==> src/assert_macros.svh <==
// Assertion helpers shared by the RTL.
`ifndef ASSERT_MACROS_SVH
`define ASSERT_MACROS_SVH

// Same-cycle implication, checked at every rising clock edge outside reset.
`define ASSERT_IMPL(label, cond, prop, msg) \
    label: assert property (@(posedge clk) disable iff (!rst_n) (cond) |-> (prop)) \
        else $error(msg);

// Plain invariant, checked at every rising clock edge outside reset.
`define ASSERT_ALWAYS(label, prop, msg) \
    label: assert property (@(posedge clk) disable iff (!rst_n) (prop)) \
        else $error(msg);

`endif

==> src/dht_pkg.sv <==
package dht_pkg;

    // Frame layout
    localparam int HUMID_BITS  = 16;
    localparam int TEMP_BITS   = 16;
    localparam int CHECK_BITS  = 8;
    localparam int TOTAL_BITS  = 40;
    localparam int STAMP_WIDTH = 16;
    localparam int COUNT_W     = 6;

    // Status codes
    localparam logic [1:0] ST_OK     = 2'd0;
    localparam logic [1:0] ST_BUSY   = 2'd1;
    localparam logic [1:0] ST_BADBIT = 2'd2;
    localparam logic [1:0] ST_BADACK = 2'd3;

    // Input function codes
    localparam logic FUNC_POLL = 1'b0;
    localparam logic FUNC_PIN  = 1'b1;

    // Configuration register indexes
    localparam int CFG_IDX_W = 3;
    localparam logic [CFG_IDX_W-1:0] CFG_TICK_STEP = 3'd0;
    localparam logic [CFG_IDX_W-1:0] CFG_ZERO_MIN  = 3'd1;
    localparam logic [CFG_IDX_W-1:0] CFG_ZERO_MAX  = 3'd2;
    localparam logic [CFG_IDX_W-1:0] CFG_ONE_MAX   = 3'd3;
    localparam logic [CFG_IDX_W-1:0] CFG_ACK_MIN   = 3'd4;
    localparam logic [CFG_IDX_W-1:0] CFG_ACK_MAX   = 3'd5;
    localparam logic [CFG_IDX_W-1:0] CFG_WAKE_TIME = 3'd6;
    localparam int CFG_DATA_W = 16;

    typedef enum logic [1:0] {
        MODE_IDLE,
        MODE_WAKE,
        MODE_READ,
        MODE_READY
    } mode_t;

    typedef enum logic [1:0] {
        PH_NONE,
        PH_ACK,
        PH_FETCH
    } phase_t;

    typedef struct packed {
        logic                   func;
        logic                   pin_level;
        logic [STAMP_WIDTH-1:0] now;
    } in_word_t;

    typedef struct packed {
        logic [1:0]            status;
        logic                  data_valid;
        logic [HUMID_BITS-1:0] humidity_out;
        logic [TEMP_BITS-1:0]  temperature_out;
        logic [CHECK_BITS-1:0] check_out;
        logic                  drive_low;
    } out_word_t;

endpackage

==> src/dht22_single_wire_receiver.sv <==
// A word accepted at one clock edge shows its result word at the output register
// from that edge on. Throughput: one word per cycle while in_stall is low; all decoding sits
// between the state registers and the single output register.
// The input stalls only while a result word waits and the output side stalls.
// Reset (rst_n, asynchronous, active low): idle, line released, counters and shift
// registers zero, configuration at its defaults. No clearing pass is needed.
`include "assert_macros.svh"

module dht22_single_wire_receiver
(
    input  logic                                    clk,
    input  logic                                    rst_n,
    input  logic                                    in_valid,
    output logic                                    in_stall,
    input  dht_pkg::in_word_t                       in_word,
    output logic                                    out_valid,
    input  logic                                    out_stall,
    output dht_pkg::out_word_t                      out_word,
    input  logic                                    cfg_valid,
    output logic                                    cfg_ready,
    input  logic [dht_pkg::CFG_IDX_W-1:0]           cfg_index,
    input  logic [dht_pkg::CFG_DATA_W-1:0]          cfg_data
);

    // Configuration registers
    logic [6:0]                       tick_step_reg;
    logic [7:0]                       zero_min_reg;
    logic [7:0]                       zero_max_reg;
    logic [7:0]                       one_max_reg;
    logic [7:0]                       ack_min_reg;
    logic [7:0]                       ack_max_reg;
    logic [15:0]                      wake_time_reg;

    // Reader state
    dht_pkg::mode_t                   mode_reg, mode_next;
    dht_pkg::phase_t                  phase_reg, phase_next;
    logic [dht_pkg::STAMP_WIDTH-1:0]  stamp_reg, stamp_next;
    logic [dht_pkg::COUNT_W-1:0]      count_reg, count_next;
    logic [dht_pkg::HUMID_BITS-1:0]   humid_reg, humid_next;
    logic [dht_pkg::TEMP_BITS-1:0]    temp_reg, temp_next;
    logic [dht_pkg::CHECK_BITS-1:0]   check_reg, check_next;
    logic                             bit_error_reg, bit_error_next;
    logic                             line_low_reg, line_low_next;

    // Output register
    logic                             out_valid_reg, out_valid_next;
    dht_pkg::out_word_t               out_word_reg, out_word_next;
    dht_pkg::out_word_t               result;

    logic                             accept;
    logic [dht_pkg::STAMP_WIDTH-1:0]  elapsed;
    logic [9:0]                       t_ext;
    logic [9:0]                       step1;
    logic [9:0]                       step2;
    logic                             is_zero;
    logic                             is_one;
    logic                             ack_bad;
    logic [dht_pkg::COUNT_W-1:0]      count_inc;

    assign cfg_ready = 1'b1;
    assign in_stall  = out_valid_reg && out_stall;
    assign accept    = in_valid && !in_stall;
    assign out_valid = out_valid_reg;
    assign out_word  = out_word_reg;

    // Configuration writes
    always_ff @(posedge clk or negedge rst_n)
    begin
        if (!rst_n)
        begin
            tick_step_reg <= 7'd1;
            zero_min_reg  <= 8'd26;
            zero_max_reg  <= 8'd28;
            one_max_reg   <= 8'd70;
            ack_min_reg   <= 8'd75;
            ack_max_reg   <= 8'd85;
            wake_time_reg <= 16'd1000;
        end
        else if (cfg_valid && cfg_ready)
        begin
            unique case (cfg_index)
                dht_pkg::CFG_TICK_STEP: tick_step_reg <= cfg_data[6:0];
                dht_pkg::CFG_ZERO_MIN:  zero_min_reg  <= cfg_data[7:0];
                dht_pkg::CFG_ZERO_MAX:  zero_max_reg  <= cfg_data[7:0];
                dht_pkg::CFG_ONE_MAX:   one_max_reg   <= cfg_data[7:0];
                dht_pkg::CFG_ACK_MIN:   ack_min_reg   <= cfg_data[7:0];
                dht_pkg::CFG_ACK_MAX:   ack_max_reg   <= cfg_data[7:0];
                dht_pkg::CFG_WAKE_TIME: wake_time_reg <= cfg_data[15:0];
                default: ;
            endcase
        end
    end

    // Timing windows; widened by the tick step, compared without going negative
    assign elapsed   = in_word.now - stamp_reg;
    assign t_ext     = {2'b00, elapsed[7:0]};
    assign step1     = {3'b000, tick_step_reg};
    assign step2     = {2'b00, tick_step_reg, 1'b0};
    assign is_zero   = ((t_ext + step2) >= {2'b00, zero_min_reg})
                    && (t_ext <= ({2'b00, zero_max_reg} + step1));
    assign is_one    = (t_ext >= step2) && (t_ext <= ({2'b00, one_max_reg} + step1));
    assign ack_bad   = ((t_ext + step1) < {2'b00, ack_min_reg})
                    || (t_ext > ({2'b00, ack_max_reg} + step1));
    assign count_inc = count_reg + 1'b1;

    // Next state
    always_comb
    begin
        mode_next      = mode_reg;
        phase_next     = phase_reg;
        stamp_next     = stamp_reg;
        count_next     = count_reg;
        humid_next     = humid_reg;
        temp_next      = temp_reg;
        check_next     = check_reg;
        bit_error_next = bit_error_reg;
        line_low_next  = line_low_reg;
        if (in_word.func == dht_pkg::FUNC_PIN)
        begin
            if (mode_reg == dht_pkg::MODE_READ)
            begin
                stamp_next = in_word.now;
                unique case (phase_reg)
                    dht_pkg::PH_FETCH:
                    begin
                        if (!in_word.pin_level)
                        begin
                            // Falling edge ends a bit; decode by frame position
                            if (count_reg < dht_pkg::COUNT_W'(dht_pkg::TOTAL_BITS))
                            begin
                                if (!is_zero && !is_one)
                                begin
                                    bit_error_next = 1'b1;
                                end
                                else if (count_reg < dht_pkg::COUNT_W'(dht_pkg::HUMID_BITS))
                                begin
                                    humid_next = {humid_reg[dht_pkg::HUMID_BITS-2:0],
                                                  !is_zero};
                                end
                                else if (count_reg < dht_pkg::COUNT_W'(dht_pkg::HUMID_BITS
                                                                      + dht_pkg::TEMP_BITS))
                                begin
                                    temp_next = {temp_reg[dht_pkg::TEMP_BITS-2:0], !is_zero};
                                end
                                else
                                begin
                                    check_next = {check_reg[dht_pkg::CHECK_BITS-2:0],
                                                  !is_zero};
                                end
                            end
                            count_next = count_inc;
                            if (count_inc == dht_pkg::COUNT_W'(dht_pkg::TOTAL_BITS))
                            begin
                                phase_next = dht_pkg::PH_NONE;
                                mode_next  = dht_pkg::MODE_READY;
                            end
                        end
                    end
                    dht_pkg::PH_NONE:
                    begin
                        phase_next = dht_pkg::PH_ACK;
                    end
                    dht_pkg::PH_ACK:
                    begin
                        if (!ack_bad && !in_word.pin_level)
                        begin
                            phase_next     = dht_pkg::PH_FETCH;
                            count_next     = '0;
                            bit_error_next = 1'b0;
                        end
                    end
                    default: ;
                endcase
            end
        end
        else
        begin
            unique case (mode_reg)
                dht_pkg::MODE_IDLE:
                begin
                    mode_next     = dht_pkg::MODE_WAKE;
                    stamp_next    = in_word.now;
                    line_low_next = 1'b1;
                end
                dht_pkg::MODE_WAKE:
                begin
                    if (line_low_reg && (elapsed >= wake_time_reg))
                    begin
                        line_low_next = 1'b0;
                        stamp_next    = in_word.now;
                        mode_next     = dht_pkg::MODE_READ;
                        phase_next    = dht_pkg::PH_NONE;
                    end
                end
                dht_pkg::MODE_READ: ;
                dht_pkg::MODE_READY:
                begin
                    mode_next = dht_pkg::MODE_IDLE;
                end
                default: ;
            endcase
        end
    end

    // Result word
    always_comb
    begin
        result                 = '0;
        result.drive_low       = line_low_next;
        if (in_word.func == dht_pkg::FUNC_PIN)
        begin
            if (mode_reg == dht_pkg::MODE_READ)
            begin
                unique case (phase_reg)
                    dht_pkg::PH_FETCH: result.status = dht_pkg::ST_OK;
                    dht_pkg::PH_NONE:  result.status = dht_pkg::ST_OK;
                    dht_pkg::PH_ACK:   result.status = ack_bad ? dht_pkg::ST_BADACK
                                                               : dht_pkg::ST_OK;
                    default:           result.status = dht_pkg::ST_BADACK;
                endcase
            end
        end
        else if (mode_reg == dht_pkg::MODE_READY)
        begin
            result.status          = bit_error_reg ? dht_pkg::ST_BADBIT : dht_pkg::ST_OK;
            result.data_valid      = 1'b1;
            result.humidity_out    = humid_reg;
            result.temperature_out = temp_reg;
            result.check_out       = check_reg;
        end
        else
        begin
            result.status = dht_pkg::ST_BUSY;
        end
    end

    // Output register: loads on accept, empties when taken
    always_comb
    begin
        out_valid_next = out_valid_reg;
        out_word_next  = out_word_reg;
        if (accept)
        begin
            out_valid_next = 1'b1;
            out_word_next  = result;
        end
        else if (!out_stall)
        begin
            out_valid_next = 1'b0;
        end
    end

    // Control state
    always_ff @(posedge clk or negedge rst_n)
    begin
        if (!rst_n)
        begin
            mode_reg      <= dht_pkg::MODE_IDLE;
            phase_reg     <= dht_pkg::PH_NONE;
            stamp_reg     <= '0;
            count_reg     <= '0;
            humid_reg     <= '0;
            temp_reg      <= '0;
            check_reg     <= '0;
            bit_error_reg <= 1'b0;
            line_low_reg  <= 1'b0;
            out_valid_reg <= 1'b0;
        end
        else
        begin
            if (accept)
            begin
                mode_reg      <= mode_next;
                phase_reg     <= phase_next;
                stamp_reg     <= stamp_next;
                count_reg     <= count_next;
                humid_reg     <= humid_next;
                temp_reg      <= temp_next;
                check_reg     <= check_next;
                bit_error_reg <= bit_error_next;
                line_low_reg  <= line_low_next;
            end
            out_valid_reg <= out_valid_next;
        end
    end

    // Result payload
    always_ff @(posedge clk)
    begin
        out_word_reg <= out_word_next;
    end

    // Checks
    `ASSERT_IMPL(a_deliver_idle, out_valid_reg && out_word_reg.data_valid, mode_reg == dht_pkg::MODE_IDLE, "delivered data but reader not idle")
    `ASSERT_IMPL(a_phase_in_read, phase_reg != dht_pkg::PH_NONE, mode_reg == dht_pkg::MODE_READ, "read phase active outside reading")
    `ASSERT_IMPL(a_low_in_wake, line_low_reg, mode_reg == dht_pkg::MODE_WAKE, "line held low outside wake")
    `ASSERT_IMPL(a_drive_match, out_valid_reg, out_word_reg.drive_low == line_low_reg, "pending word disagrees with line state")
    `ASSERT_ALWAYS(a_count_range, count_reg <= dht_pkg::COUNT_W'(dht_pkg::TOTAL_BITS), "bit count beyond frame length")

endmodule

==> config.mk <==
export PLATFORM = sky130hd
export DESIGN_NAME = dht22_single_wire_receiver
export DESIGN_NICKNAME = d
export VERILOG_FILES = /design/src/dht_pkg.sv /design/src/dht22_single_wire_receiver.sv
export VERILOG_INCLUDE_DIRS = /design/src /design/src/src
export SDC_FILE = /design/constraint.sdc
export NUM_CORES = 1
export LEC_CHECK = 0
export BUFFER_PORTS_ARGS = -buffer_cell sky130_fd_sc_hd__clkbuf_2
export CORE_ASPECT_RATIO = 0.75
export CORE_MARGIN = 2
export CORE_UTILIZATION = 55
export CTS_BUF_LIST = sky130_fd_sc_hd__clkbuf_8 sky130_fd_sc_hd__clkbuf_16
export DETAILED_ROUTE_END_ITERATION = 6
export PLACE_DENSITY_LB_ADDON = 0.05
export SYNTH_ARGS = -nofsm -noshare
export SYNTH_HDL_FRONTEND = slang
export SYNTH_SLANG_ARGS = --single-unit
==> constraint.sdc <==
create_clock -name clk -period 13.3 [get_ports clk]
set_input_delay 1.33 -clock clk [delete_from_list [all_inputs] [get_ports clk]]
set_output_delay 1.33 -clock clk [all_outputs]
set_load 0.01 [all_outputs]
Word level (Yosys, flattened, before mapping) --
Index checks and enable logic that the tools add are counted.
Storage, ports and cells: bits in registers 176, latch bits 0, RAM bits 0, ROM bits 0, input port bits 42, output and inout port bits 47, logic and storage cells 148, memories kept 0
Operators by class: add/subtract/negate cells 7, $mul 0, divide/modulo/power cells 0, order comparisons 10, eq/ne operators 26, shifts and indexed selects 0, muxes and demuxes 39, bitwise gates (word level) 5, reductions and logical operators 38
Operators with widths (number):
- $mux W16 | 3
- $mux W41 | 1
- $add A8 B7 Y9 | 4
- $mux W2 | 18
- $pmux W16 S2 | 1
- $reduce_and A8 Y1 | 3
- $le A8 B9 Y1 | 2
- $reduce_and A9 Y1 | 2
- $ge A16 B16 Y1 | 1
- $sub A16 B16 Y16 | 1
- $reduce_and A2 Y1 | 7
- $lt A6 B6 Y1 const B | 2
- $mux W6 | 2
- $ne A3 B3 Y1 const B | 4
- $pmux W2 S3 | 2
- $pmux W6 S2 | 1
- $ne A2 B2 Y1 const B | 5
- $add A8 B8 Y9 | 1
- $eq A3 B3 Y1 const B | 3
- $ge A9 B8 Y1 | 1
- $gt A8 B9 Y1 | 1
- $lt A9 B8 Y1 | 1
- $ge A8 B8 Y1 | 1
- $mux W1 | 8
- 24 further kinds | 50

Logic depth before layout (Yosys ltp) --
Gate-level depths: netlist (run 1).
depth in word-level cells 10, depth in mapped cells 23, mapped depth without buffers 22

Worst setup path before layout (run 1) --
Ideal clock, no wire load.
path kind in2reg, from input port in_word[0] (netlist name), to register temp_reg[10] (netlist name), setup time 0.125 ns, arrival 5.341 ns, required time 13.175 ns, slack 7.834 ns, stages on the path 21, path buffers 1, cell sequence inv_1 -> ha_1 -> inv_1 -> fa_1 -> a21o_1 -> a21oi_1 -> o21ai_0 -> a21oi_1 -> xnor2_1 -> ha_1 -> xnor2_1 -> ha_1 -> a21oi_1 -> nand2_1 -> a2111oi_0 -> o21ai_1 -> o22ai_2 -> a21boi_4 -> nor2_4 -> buf_6 -> mux2_4
On the way: cells in the longest elaborated chain, start to end 8
RTL lines:
- start: declaration | RTL line dht22_single_wire_receiver.sv:15 | input dht_pkg::in_word_t in_word,
- $sub A16 B16 Y16 * | RTL line dht22_single_wire_receiver.sv:95 | assign elapsed = in_word.now - stamp_reg;
- $add A8 B8 Y9 | RTL line dht22_single_wire_receiver.sv:99 | assign is_zero = ((t_ext + step2) >= {2'b00, zero_min_reg})
- $ge A9 B8 Y1 | RTL line dht22_single_wire_receiver.sv:99
- $logic_and A1 B1 Y1 | RTL line dht22_single_wire_receiver.sv:100 | && (t_ext <= ({2'b00, zero_max_reg} + step1));
- $logic_not A1 Y1 | RTL line dht22_single_wire_receiver.sv:131 | if (!is_zero && !is_one)
- $logic_and A1 B1 Y1 * | RTL line dht22_single_wire_receiver.sv:131
- $not A1 Y1 (no line) *
- $reduce_and A9 Y1 (no line) *
- end signal: assignment | RTL line dht22_single_wire_receiver.sv:278 | temp_reg <= temp_next;
- end: declaration | RTL line dht22_single_wire_receiver.sv:40 | logic [dht_pkg::TEMP_BITS-1:0] temp_reg, temp_next;
Mark *: on every way between the ends. The rest lies on a longest branch, timed or not. A chain may end at the register's enable or synchronous reset.

Worst setup path after layout (run 1) --
from input port in_word[0] (netlist name), to register stamp_reg[0] (netlist name)
On the way: cells in the longest elaborated chain, start to end 5
RTL lines:
- $sub A16 B16 Y16 | RTL line dht22_single_wire_receiver.sv:95
- $ge A16 B16 Y1 | RTL line dht22_single_wire_receiver.sv:187 | if (line_low_reg && (elapsed >= wake_time_reg))
- $logic_and A1 B1 Y1 | RTL line dht22_single_wire_receiver.sv:187
- $ne A3 B3 Y1 (no line)
- $reduce_and A4 Y1 (no line)
- end signal: assignment | RTL line dht22_single_wire_receiver.sv:275 | stamp_reg <= stamp_next;
- end: declaration | RTL line dht22_single_wire_receiver.sv:37 | logic [dht_pkg::STAMP_WIDTH-1:0] stamp_reg, stamp_next;
Several ways; a longest one is shown, not always the timed one. The select of a mux whose other input is x is not followed.

==> results of run 1 <==
-- worst max-delay path: stages --
cell and delay (ns):
clkbuf_2 0.09, inv_1 0.05, ha_1 0.16, inv_1 0.05, fa_1 0.39, a21o_1 0.20
a21oi_1 0.27, o21ai_1 0.13, a221o_1 0.33, o41a_1 0.37, a21o_1 0.20, a21oi_1 0.17
xnor2_1 0.14, ha_1 0.26, a211o_1 0.29, a21oi_1 0.17, o21ai_2 0.10, nand3_1 0.09
a31o_1 0.78, mux2_2 0.42
-- routing by layer --
| metal | track usage (%) | wire, um | up-vias |
|---|---|---|---|
| met5 | 0 | 0 | - |
| met2 | 34.0 | 9250 | 153 |
| met3 | 3.73 | 952 | 23 |
| li1 | - | - | 3496 |
| met1 | 33.3 | 11000 | 3449 |
| met4 | 6.91 | 295 | 0 |
-- worst paths after layout --
| check | cells after the start | slack (ns) | end | start |
|---|---|---|---|---|
| max | 20 | 7.62 | stamp_reg[0]$_DFFE_PN0P_ | in_word[0] |
| max reg2reg | 22 | 8.26 | humid_reg[13]$_DFFE_PN0P_ | stamp_reg[1]$_DFFE_PN0P_ |
| min reg2reg | 1 | 0.51 | check_reg[7]$_DFFE_PN0P_ | check_reg[7]$_DFFE_PN0P_ |
| min in group asynchronous | 1 | 0.92 | stamp_reg[7]$_DFFE_PN0P_ | rst_n |
| max in group asynchronous | 2 | 11.30 | zero_max_reg[4]$_DFFE_PN1P_ | rst_n |
| min | 1 | 0.51 | check_reg[7]$_DFFE_PN0P_ | check_reg[7]$_DFFE_PN0P_ |
-- power groups by stage --
stage	clock network [mW]	logic (mW)	registers, mW
2_1_floorplan	0	1.21	0.697
3_3_place_gp	0	1.55	0.712
3_5_place_dp	0	1.58	0.714
4_1_cts	0.516	1.59	0.704
5_1_grt	0.539	1.81	0.716
6_report	0.505	1.59	0.704
-- synthesized netlist by cell type, types with 3 or more instances --
library cell / count / area share [%]
ha_1: 114 / 14
dfrtp_1: 108 / 26
inv_1: 71 / 2.5
mux2_2: 70 / 7.5
nand2_1: 62 / 2.2
o21ai_0: 49 / 2.3
a21oi_1: 45 / 2.1
edfxtp_1: 44 / 13
and2_1: 42 / 2.5
mux2_4: 29 / 4.1
nor2_1: 28 / 1.0
xnor2_1: 26 / 2.2
dfstp_2: 24 / 6.0
a21o_1: 20 / 1.4
xor2_1: 15 / 1.3
clkbuf_1: 12 / 0.43
nand3_1: 10 / 0.48
nor2b_1: 10 / 0.60
o21a_1: 10 / 0.72
nand2b_1: 9 / 0.54
a31oi_1: 7 / 0.42
nor3_1: 7 / 0.33
o211ai_1: 7 / 0.50
o21bai_1: 7 / 0.50
and3_1: 6 / 0.36
fa_1: 6 / 1.1
nand4_1: 6 / 0.36
o21ai_1: 6 / 0.29
a211o_1: 5 / 0.42
a211oi_1: 5 / 0.36
a2111oi_0: 4 / 0.33
buf_6: 4 / 0.43
a22o_1: 3 / 0.25
buf_2: 3 / 0.14
nand3b_1: 3 / 0.21
nand4b_1: 3 / 0.25
o22a_1: 3 / 0.25
-- cell usage in the layout (no fill, tap or decap), types with 24 or more instances in the layout --
master,count
dfrtp_1,108
nor2_1,27
ha_1,114
nand2_1,62
mux2_2,70
mux2_4,29
xnor2_1,26
a21oi_1,45
dfstp_2,24
clkbuf_2,86
edfxtp_1,44
and2_1,42
inv_1,70
o21ai_0,49
-- stage by stage --
step	power, mW	util, %	setup WS, ns	hold WS (ns)	area [um^2]
after CTS	2.81	63.5	7.63	0.508	11800
after global placement	2.26	60.2	7.25	0.485	11200
after detailed placement	2.29	60.2	7.16	0.489	11200
final	2.80	63.5	7.62	0.508	11800
after global routing	3.07	63.5	7.26	0.520	11800
after floorplan	1.91	-	7.83	0.468	10500
-- logic make-up (layout without fill, tap and decap cells) --
| logic type | count (synthesis) | after routing |
|---|---|---|
| and+or+nand+nor | 198 | 198 |
| buffers and inverters | 93 | 201 |
| DFF | 176 | 176 |
| xor gates and xnor gates | 41 | 41 |
| muxes | 100 | 100 |
| AOI/OAI and AO/OA | 193 | 193 |
| other | 1 | 1 |
| adders and majority gates | 120 | 120 |
-- final cells by class --
class | instances | area [um^2] | area share [%]
Sequential cell | 176 | 4650 | 39.4
Tap cell | 247 | 309 | 2.61
Timing Repair Buffer | 98 | 524 | 4.43
Multi-Input combinational cell | 653 | 5460 | 46.2
Clock inverter | 14 | 173 | 1.46
Inverter | 71 | 267 | 2.25
Clock buffer | 18 | 439 | 3.71
==> flow_summary.json, run 1 <==
{
  "drv_cap": 0,
  "first_pass_iters": 5,
  "initialDrtViolationCount": 412,
  "cts_root_buf": "clkbuf_16",
  "fin_skew_ns": 0.0179,
  "grt_util_all_layers_pct": 22.5,
  "cts_tree": "done",
  "clockBufferDepth": 2,
  "die_area_um2": 20200,
  "final_layout_size_suffix_gt1_share_pct": 25.9,
  "gp_congestion": 0.835,
  "antenna_found_initial": 0,
  "fin_cells": 1277,
  "syn_avg_cell_area_um2": 11.4,
  "pwr-share-seq_pct": 25.1,
  "powerDensity_nw_per_um2": 237,
  "finalMaxSlewViolations": 0,
  "io_pins": 89,
  "ir_worst_vdd_uv": 100,
  "fillers": 1525,
  "power_frac_clock_pct": 18.1,
  "worstPathArrival_ns": 5.99,
  "hpwl_um": 15300,
  "grt_max_degree": 88,
  "viasPerCell": 5.58,
  "grt-ovfl-total": 0,
  "status": "complete, no violations",
  "start_kind": "primary input",
  "max_freq_mhz": 176,
  "rows": 43,
  "synthToLayoutAreaGrowth_pct": 12.7,
  "path_class": "in2reg",
  "portBuffers": 87,
  "dp_cells": 1245,
  "synth-seq-cells": 176,
  "core-area_um2": 18600,
  "cts_hold_buf": 0,
  "seq_area_frac_synth_pct": 44.3,
  "synth_cells": 922,
  "synthMuxAreaShare_pct": 11.8,
  "synthFlopType": "dfrtp_1",
  "min_path_type": "reg2reg",
  "synthSimpleGateAreaFrac_pct": 10.0,
  "ys_types": 69,
  "ys_warn_count": 0,
  "min_period_ns": 5.68,
  "timing.final.crit_share_pct": 42.7,
  "p_sw_mw": 1.18,
  "grt_pass1_wl_um": 35300,
  "synth_compound_area_share_pct": 12.0,
  "totalNegativeSetupSlack_ns": 0,
  "clock-sinks": 176,
  "start_util_pct": 56.4,
  "syn_area_um2": 10500,
  "required_ns": 13.61,
  "setup_violations": 0,
  "p_leak_nw": 5.58,
  "p_int_mw": 1.61,
  "postSynth.asyncResetShare_pct": 75.0,
  "fin_nets": 1179,
  "worstMarginPinSlew_ns": 1.05,
  "post_cts_buffers": 0,
  "synth_edf_count": 44,
  "vias": 7121,
  "rsz0062_at_grt": "no",
  "die_y_um": 124,
  "die_width_um": 164,
  "antenna_left": 0,
  "syn_nets": 1084,
  "combPwrFrac_pct": 56.8,
  "synth-adder-area-share_pct": 14.7,
  "max_slew_margin_pct": 30.0,
  "insertion_delay_ns": 0.44,
  "synth_top_family_by_area": "adder cells",
  "grt_pass1_vias": 6973,
  "clk_pin_slew_worst_paths_ns": 0.07,
  "cts.htree.levels": 4,
  "largest_register_ffs": 44,
  "n_antenna_cell": 0,
  "swShare_pct": 42.3,
  "numCtsBuffers": 17,
  "totalWireLength_um": 21500,
  "path_max_fanout": 16,
  "route.detailed.wl_per_inst_um": 16.8,
  "hold_violations": 0,
  "critPathCaptureType": "register",
  "synth_xor_area_share_pct": 3.42,
  "drc_errors": 0,
  "ctsResizeCount": 0
}
No activity file was read; power rests on OpenSTA's default activity.
==> run 2: changes to the inputs <==
- clock period: 13.3 -> 4.6 ns (I/O delays scaled with it)
==> flow_summary.json, run 2 (synthesized netlist as in run 1, its figures left out) <==
{
  "status": "complete, no violations",
  "die_width_um": 164,
  "path_cells": "ha_2 > inv_2 > fa_2 > buf_4 > xor2_2 > buf_4 > fa_2 > a21oi_2 > nor2_1 > nor2_2 > nor2_1 > nor2_1 > o21bai_1 > xnor2_1 > ha_1 > a2111oi_4 > o21ai_2 > o22ai_2 > a21boi_4 > buf_12 > nor4_4 > buf_4 > clkbuf_16 > mux2_4",
  "gp_congestion": 0.908,
  "path_class": "reg2reg",
  "numCtsBuffers": 17,
  "core-area_um2": 18600,
  "clock-sinks": 176,
  "largest_register_ffs": 44,
  "max_freq_mhz": 219,
  "start_kind": "register",
  "io_pins": 89,
  "first_pass_iters": 5,
  "cts_root_buf": "clkbuf_16",
  "fin_cells": 1313,
  "fin_skew_ns": 0.0147,
  "dp_cells": 1268,
  "min_period_ns": 4.56,
  "vias": 7252,
  "grt_pass1_wl_um": 35700,
  "hpwl_um": 16100,
  "ir_worst_vdd_uv": 411,
  "cts.htree.levels": 4,
  "setup_violations": 0,
  "grt_pass1_vias": 6985,
  "postPlaceCellArea_um2": 11400,
  "initialDrtViolationCount": 398,
  "crit_slowest_cell": "a2111oi_4",
  "powerDensity_nw_per_um2": 759,
  "insertion_delay_ns": 0.43,
  "synthToLayoutAreaGrowth_pct": 17.7,
  "drc_errors": 0,
  "p_leak_nw": 5.81,
  "finalMaxSlewViolations": 0,
  "critPathCaptureType": "register",
  "post-route-util_pct": 66.4,
  "clockBufferDepth": 2,
  "postLayoutCellArea_um2": 12400,
  "drv_cap": 0,
  "required_ns": 4.92,
  "viasPerCell": 5.52,
  "rows": 43,
  "timing.final.crit_share_pct": 99.2,
  "hold_violations": 0,
  "worstMarginPinSlew_ns": 1.11,
  "fin_nets": 1215,
  "max_slew_margin_pct": 25.6,
  "antenna_found_initial": 0,
  "crit_buf_inv": 6,
  "crit_family": "adder cells",
  "hold_ws_ns": 0.0938,
  "route.detailed.wl_per_inst_um": 17.2,
  "portBuffers": 87,
  "fillers": 1449,
  "start_util_pct": 56.4,
  "die_area_um2": 20200,
  "totalWireLength_um": 22500,
  "final_layout_size_suffix_gt1_share_pct": 31.1,
  "cpPeakStageDelay_ns": 0.38,
  "grt-ovfl-total": 0,
  "cts_tree": "done",
  "clk_pin_slew_worst_paths_ns": 0.08,
  "die_y_um": 124,
  "grt_max_degree": 98,
  "rsz0062_at_grt": "yes",
  "cts_hold_buf": 0,
  "grt_util_all_layers_pct": 22.8,
  "worstPathArrival_ns": 4.89,
  "final_cell_mix": "108 x ha_1, 108 x dfrtp_1, 86 x clkbuf_2",
  "n_antenna_cell": 0,
  "path_max_fanout": 8,
  "antenna_left": 0,
  "min_path_type": "in2async",
  "total_power_mw": 9.38
}
==> run 2: cell count changes in the layout (fill, tap and decap cells not counted), moves of 3 or more <==
cell,delta
buf_4,+26
a21oi_1,-7
a21oi_2,+6
ha_1,-6
buf_12,+4
ha_2,+4
xnor2_1,-4
buf_6,+3
clkinv_8,-3
o21ai_2,+3
xnor2_2,+3
==> run 2: cell type report <==
| class | instances | area [um^2] | area share [%] |
|---|---|---|---|
| inverter | 71 | 267 | 2.16 |
| clock inverter | 15 | 165 | 1.34 |
| sequential | 176 | 4650 | 37.7 |
| clock buffer | 17 | 425 | 3.44 |
| tap | 247 | 309 | 2.50 |
| multi-input combinational | 654 | 5650 | 45.7 |
| timing repair buffer | 133 | 883 | 7.15 |
==> run 2: power breakdown <==
group | switching (mW) | internal [mW] | total, mW
registers | 0.172 | 1.87 | 2.04
clock network | 0.707 | 0.731 | 1.44
logic | 3.02 | 2.88 | 5.90
total | 3.90 | 5.48 | 9.38
==> run 2: timing repair <==
item / in CTS / in global routing
endpoints found under the setup margin: 0 / 67
gates resized for setup: 0 / 42
buffers inserted: 0 / 11
==> run 2: stage by stage <==
stage / setup TNS, ns / setup slack [ns]
6_report: 0 / 0.0350
5_1_grt: -5.13 / -0.145
4_1_cts: 0 / 0.00543
3_5_place_dp: -10.82 / -0.222
3_3_place_gp: -4.88 / -0.111
2_1_floorplan: 0 / 0.00410
==> run 2: worst paths after layout <==
path / endpoint / from / depth (start not counted) / slack [ns]
setup / recovery: humid_reg[11]$_DFFE_PN0P_ / stamp_reg[0]$_DFFE_PN0P_ / 24 / 0.04
hold / removal: stamp_reg[8]$_DFFE_PN0P_ / rst_n / 1 / 0.09
setup reg to reg: humid_reg[11]$_DFFE_PN0P_ / stamp_reg[0]$_DFFE_PN0P_ / 24 / 0.04
hold reg to reg: temp_reg[15]$_DFFE_PN0P_ / temp_reg[15]$_DFFE_PN0P_ / 1 / 0.51
max in group asynchronous: zero_max_reg[4]$_DFFE_PN1P_ / rst_n / 2 / 3.47
min in group clk: out_valid$_DFFE_PN0P_ / in_valid / 2 / 0.25
==> run 2: per-layer routing <==
metal	global-route usage, %	up-vias	wire [um]
li1	-	3566	-
met1	34.8	3525	11800
met2	33.7	145	9560
met3	4.16	16	956
met4	5.48	0	229
met5	0	-	0
==> run 2: worst register-to-register path, stage by stage, from the launching register on <==
cell and delay, ns:
dfrtp_1 0.35, ha_2 0.20, inv_2 0.04, fa_2 0.33, buf_4 0.15, xor2_2 0.15
buf_4 0.16, fa_2 0.36, a21oi_2 0.14, nor2_1 0.06, nor2_2 0.13, nor2_1 0.05
nor2_1 0.12, o21bai_1 0.10, xnor2_1 0.14, ha_1 0.35, a2111oi_4 0.38, o21ai_2 0.10
o22ai_2 0.11, a21boi_4 0.22, buf_12 0.13, nor4_4 0.04, buf_4 0.17, clkbuf_16 0.16
mux2_4 0.29
==> run 3: changes to the inputs <==
- BUFFER_PORTS_ARGS: -buffer_cell sky130_fd_sc_hd__clkbuf_2 -> -buffer_cell sky130_fd_sc_hd__buf_2
- CORE_MARGIN: 2 -> not set
==> flow_summary.json, run 3 (synthesized netlist as in run 1, its figures left out) <==
{
  "grt_pass1_vias": 7114,
  "clockBufferDepth": 2,
  "path_class": "reg2reg",
  "layout_commonest_cell": "ha_1",
  "worstPathArrival_ns": 4.72,
  "hpwl_um": 15700,
  "fillers": 1446,
  "reg2reg_depth": 21,
  "min_period_ns": 4.40,
  "final_layout_size_suffix_gt1_share_pct": 29.2,
  "pwr-share-seq_pct": 22.5,
  "hold_violations": 0,
  "totalWireLength_um": 21800,
  "postPlaceCellArea_um2": 11400,
  "power_frac_clock_pct": 15.8,
  "viasPerCell": 5.51,
  "numCtsBuffers": 17,
  "start_kind": "register",
  "dp_cells": 1268,
  "path_cells": "inv_1 > ha_1 > nor2b_1 > o2111ai_1 > and3_2 > xnor2_4 > ha_1 > a21oi_2 > nand2_1 > xnor2_1 > ha_1 > a21oi_1 > nand2_1 > a2111oi_4 > o21ai_1 > o22ai_2 > a21boi_4 > buf_12 > nor4_4 > buf_12 > mux2_4",
  "fin_skew_ns": 0.0199,
  "start_util_pct": 56.5,
  "n_antenna_cell": 0,
  "grt-ovfl-total": 0,
  "ir_worst_vdd_uv": 467,
  "swShare_pct": 41.2,
  "post-route-util_pct": 65.7,
  "status": "complete, no violations",
  "insertion_delay_ns": 0.44,
  "grt_max_degree": 89,
  "r2r_slack_ns": 0.20,
  "fin_nets": 1208,
  "io_pins": 89,
  "postLayoutCellArea_um2": 12200,
  "timing.final.crit_share_pct": 95.6,
  "p_int_mw": 5.33,
  "required_ns": 4.92,
  "powerDensity_nw_per_um2": 743,
  "crit_cells": 21,
  "portBuffers": 87,
  "total_power_mw": 9.06,
  "max_freq_mhz": 227,
  "cts.htree.levels": 4,
  "antenna_left": 0,
  "clock-sinks": 176,
  "crit_family": "compound AO/OA/AOI/OAI gates",
  "clk_pin_slew_worst_paths_ns": 0.08,
  "final_cell_mix": "113 x ha_1, 108 x dfrtp_1, 86 x buf_2",
  "die_area_um2": 19600,
  "antenna_found_initial": 0,
  "cpMostUsedCell": "ha_1",
  "largest_register_ffs": 44,
  "rows": 43,
  "die_y_um": 122,
  "route.detailed.wl_per_inst_um": 16.7,
  "cpPeakStageDelay_ns": 0.35,
  "max_slew_margin_pct": 23.5,
  "die_width_um": 162,
  "grt_util_all_layers_pct": 23.6,
  "p_sw_mw": 3.74,
  "setup_violations": 0,
  "gp_congestion": 0.872,
  "critPathCaptureType": "register",
  "fin_cells": 1306,
  "cts_tree": "done",
  "min_path_type": "in2async",
  "synthToLayoutAreaGrowth_pct": 16.2,
  "multi_input_area_um2": 5560,
  "initialDrtViolationCount": 450,
  "regArea_um2": 4650,
  "crit_buf_inv": 3,
  "first_pass_iters": 5,
  "crit_slowest_cell": "dfrtp_1",
  "core-area_um2": 18600,
  "path_max_fanout": 16,
  "drc_errors": 0,
  "drv_cap": 0,
  "vias": 7191,
  "combPwrFrac_pct": 61.7,
  "cts_root_buf": "clkbuf_16",
  "grt_pass1_wl_um": 35900,
  "p_leak_nw": 5.74,
  "worstMarginPinSlew_ns": 1.14,
  "totalNegativeSetupSlack_ns": 0,
  "finalMaxSlewViolations": 0
}
-- run 3: changes by cell type in the layout (fill, tap and decap cells not counted), moves of 3 or more --
cell	previous run	this run
ha_2	4	0
buf_4	37	33
o21ai_2	4	1
buf_2	0	86
ha_1	108	113
a21oi_1	38	41
clkbuf_2	86	0
-- run 3: what timing repair did --
action | 4_1_cts | 5_1_grt
hold buffers | 0 | 0
pin swaps | 0 | 9
setup buffers | 0 | 4
cloned | 0 | 2
gates resized for setup | 1 | 21
setup endpoints to repair | 38 | 64
-- run 3: final timing paths --
kind,startpoint,endpoint
setup / recovery,stamp_reg[1]$_DFFE_PN0P_,humid_reg[8]$_DFFE_PN0P_
setup reg to reg,stamp_reg[1]$_DFFE_PN0P_,humid_reg[8]$_DFFE_PN0P_
hold reg to reg,wake_time_reg[4]$_DFFE_PN0P_,wake_time_reg[4]$_DFFE_PN0P_
max in group asynchronous,rst_n,ack_max_reg[7]$_DFFE_PN0P_
min in group clk,in_valid,out_valid$_DFFE_PN0P_
hold / removal,rst_n,stamp_reg[7]$_DFFE_PN0P_
-- run 3: layout make-up --
| cell class | instances | share of cell area, % |
|---|---|---|
| multi-input cells | 654 | 45.6 |
| clock buffers | 17 | 3.49 |
| repair buffers | 126 | 6.61 |
| flip-flops and latches | 176 | 38.2 |
| inverters | 71 | 2.19 |
| well taps | 247 | 2.53 |
| clock inverters | 15 | 1.40 |
-- run 3: metrics by stage --
step | hold WS, ns | worst slack, ns
final | 0.0450 | 0.201
after floorplan | 0.164 | 0.00410
after CTS | 0.0934 | 0.0492
after global placement | 0.489 | -0.148
after global routing | 0.119 | -0.0467
after detailed placement | 0.493 | -0.197
-- run 3: layer usage --
metal / track usage (%) / wire, um / part of all wire, %
met3: 4.39 / 1110 / 5.1
met1: 34.4 / 10800 / 49
met5: 0 / 0 / 0
met4: 6.31 / 219 / 1.0
met2: 36.0 / 9710 / 44
-- run 3: power by group through the flow --
stage	registers, mW	logic (mW)	clock network [mW]
floorplan	2.02	3.51	0
global placement	2.06	4.76	0
detailed placement	2.06	4.85	0
CTS	2.04	4.92	1.47
global route	2.07	6.29	1.53
finish	2.04	5.59	1.44
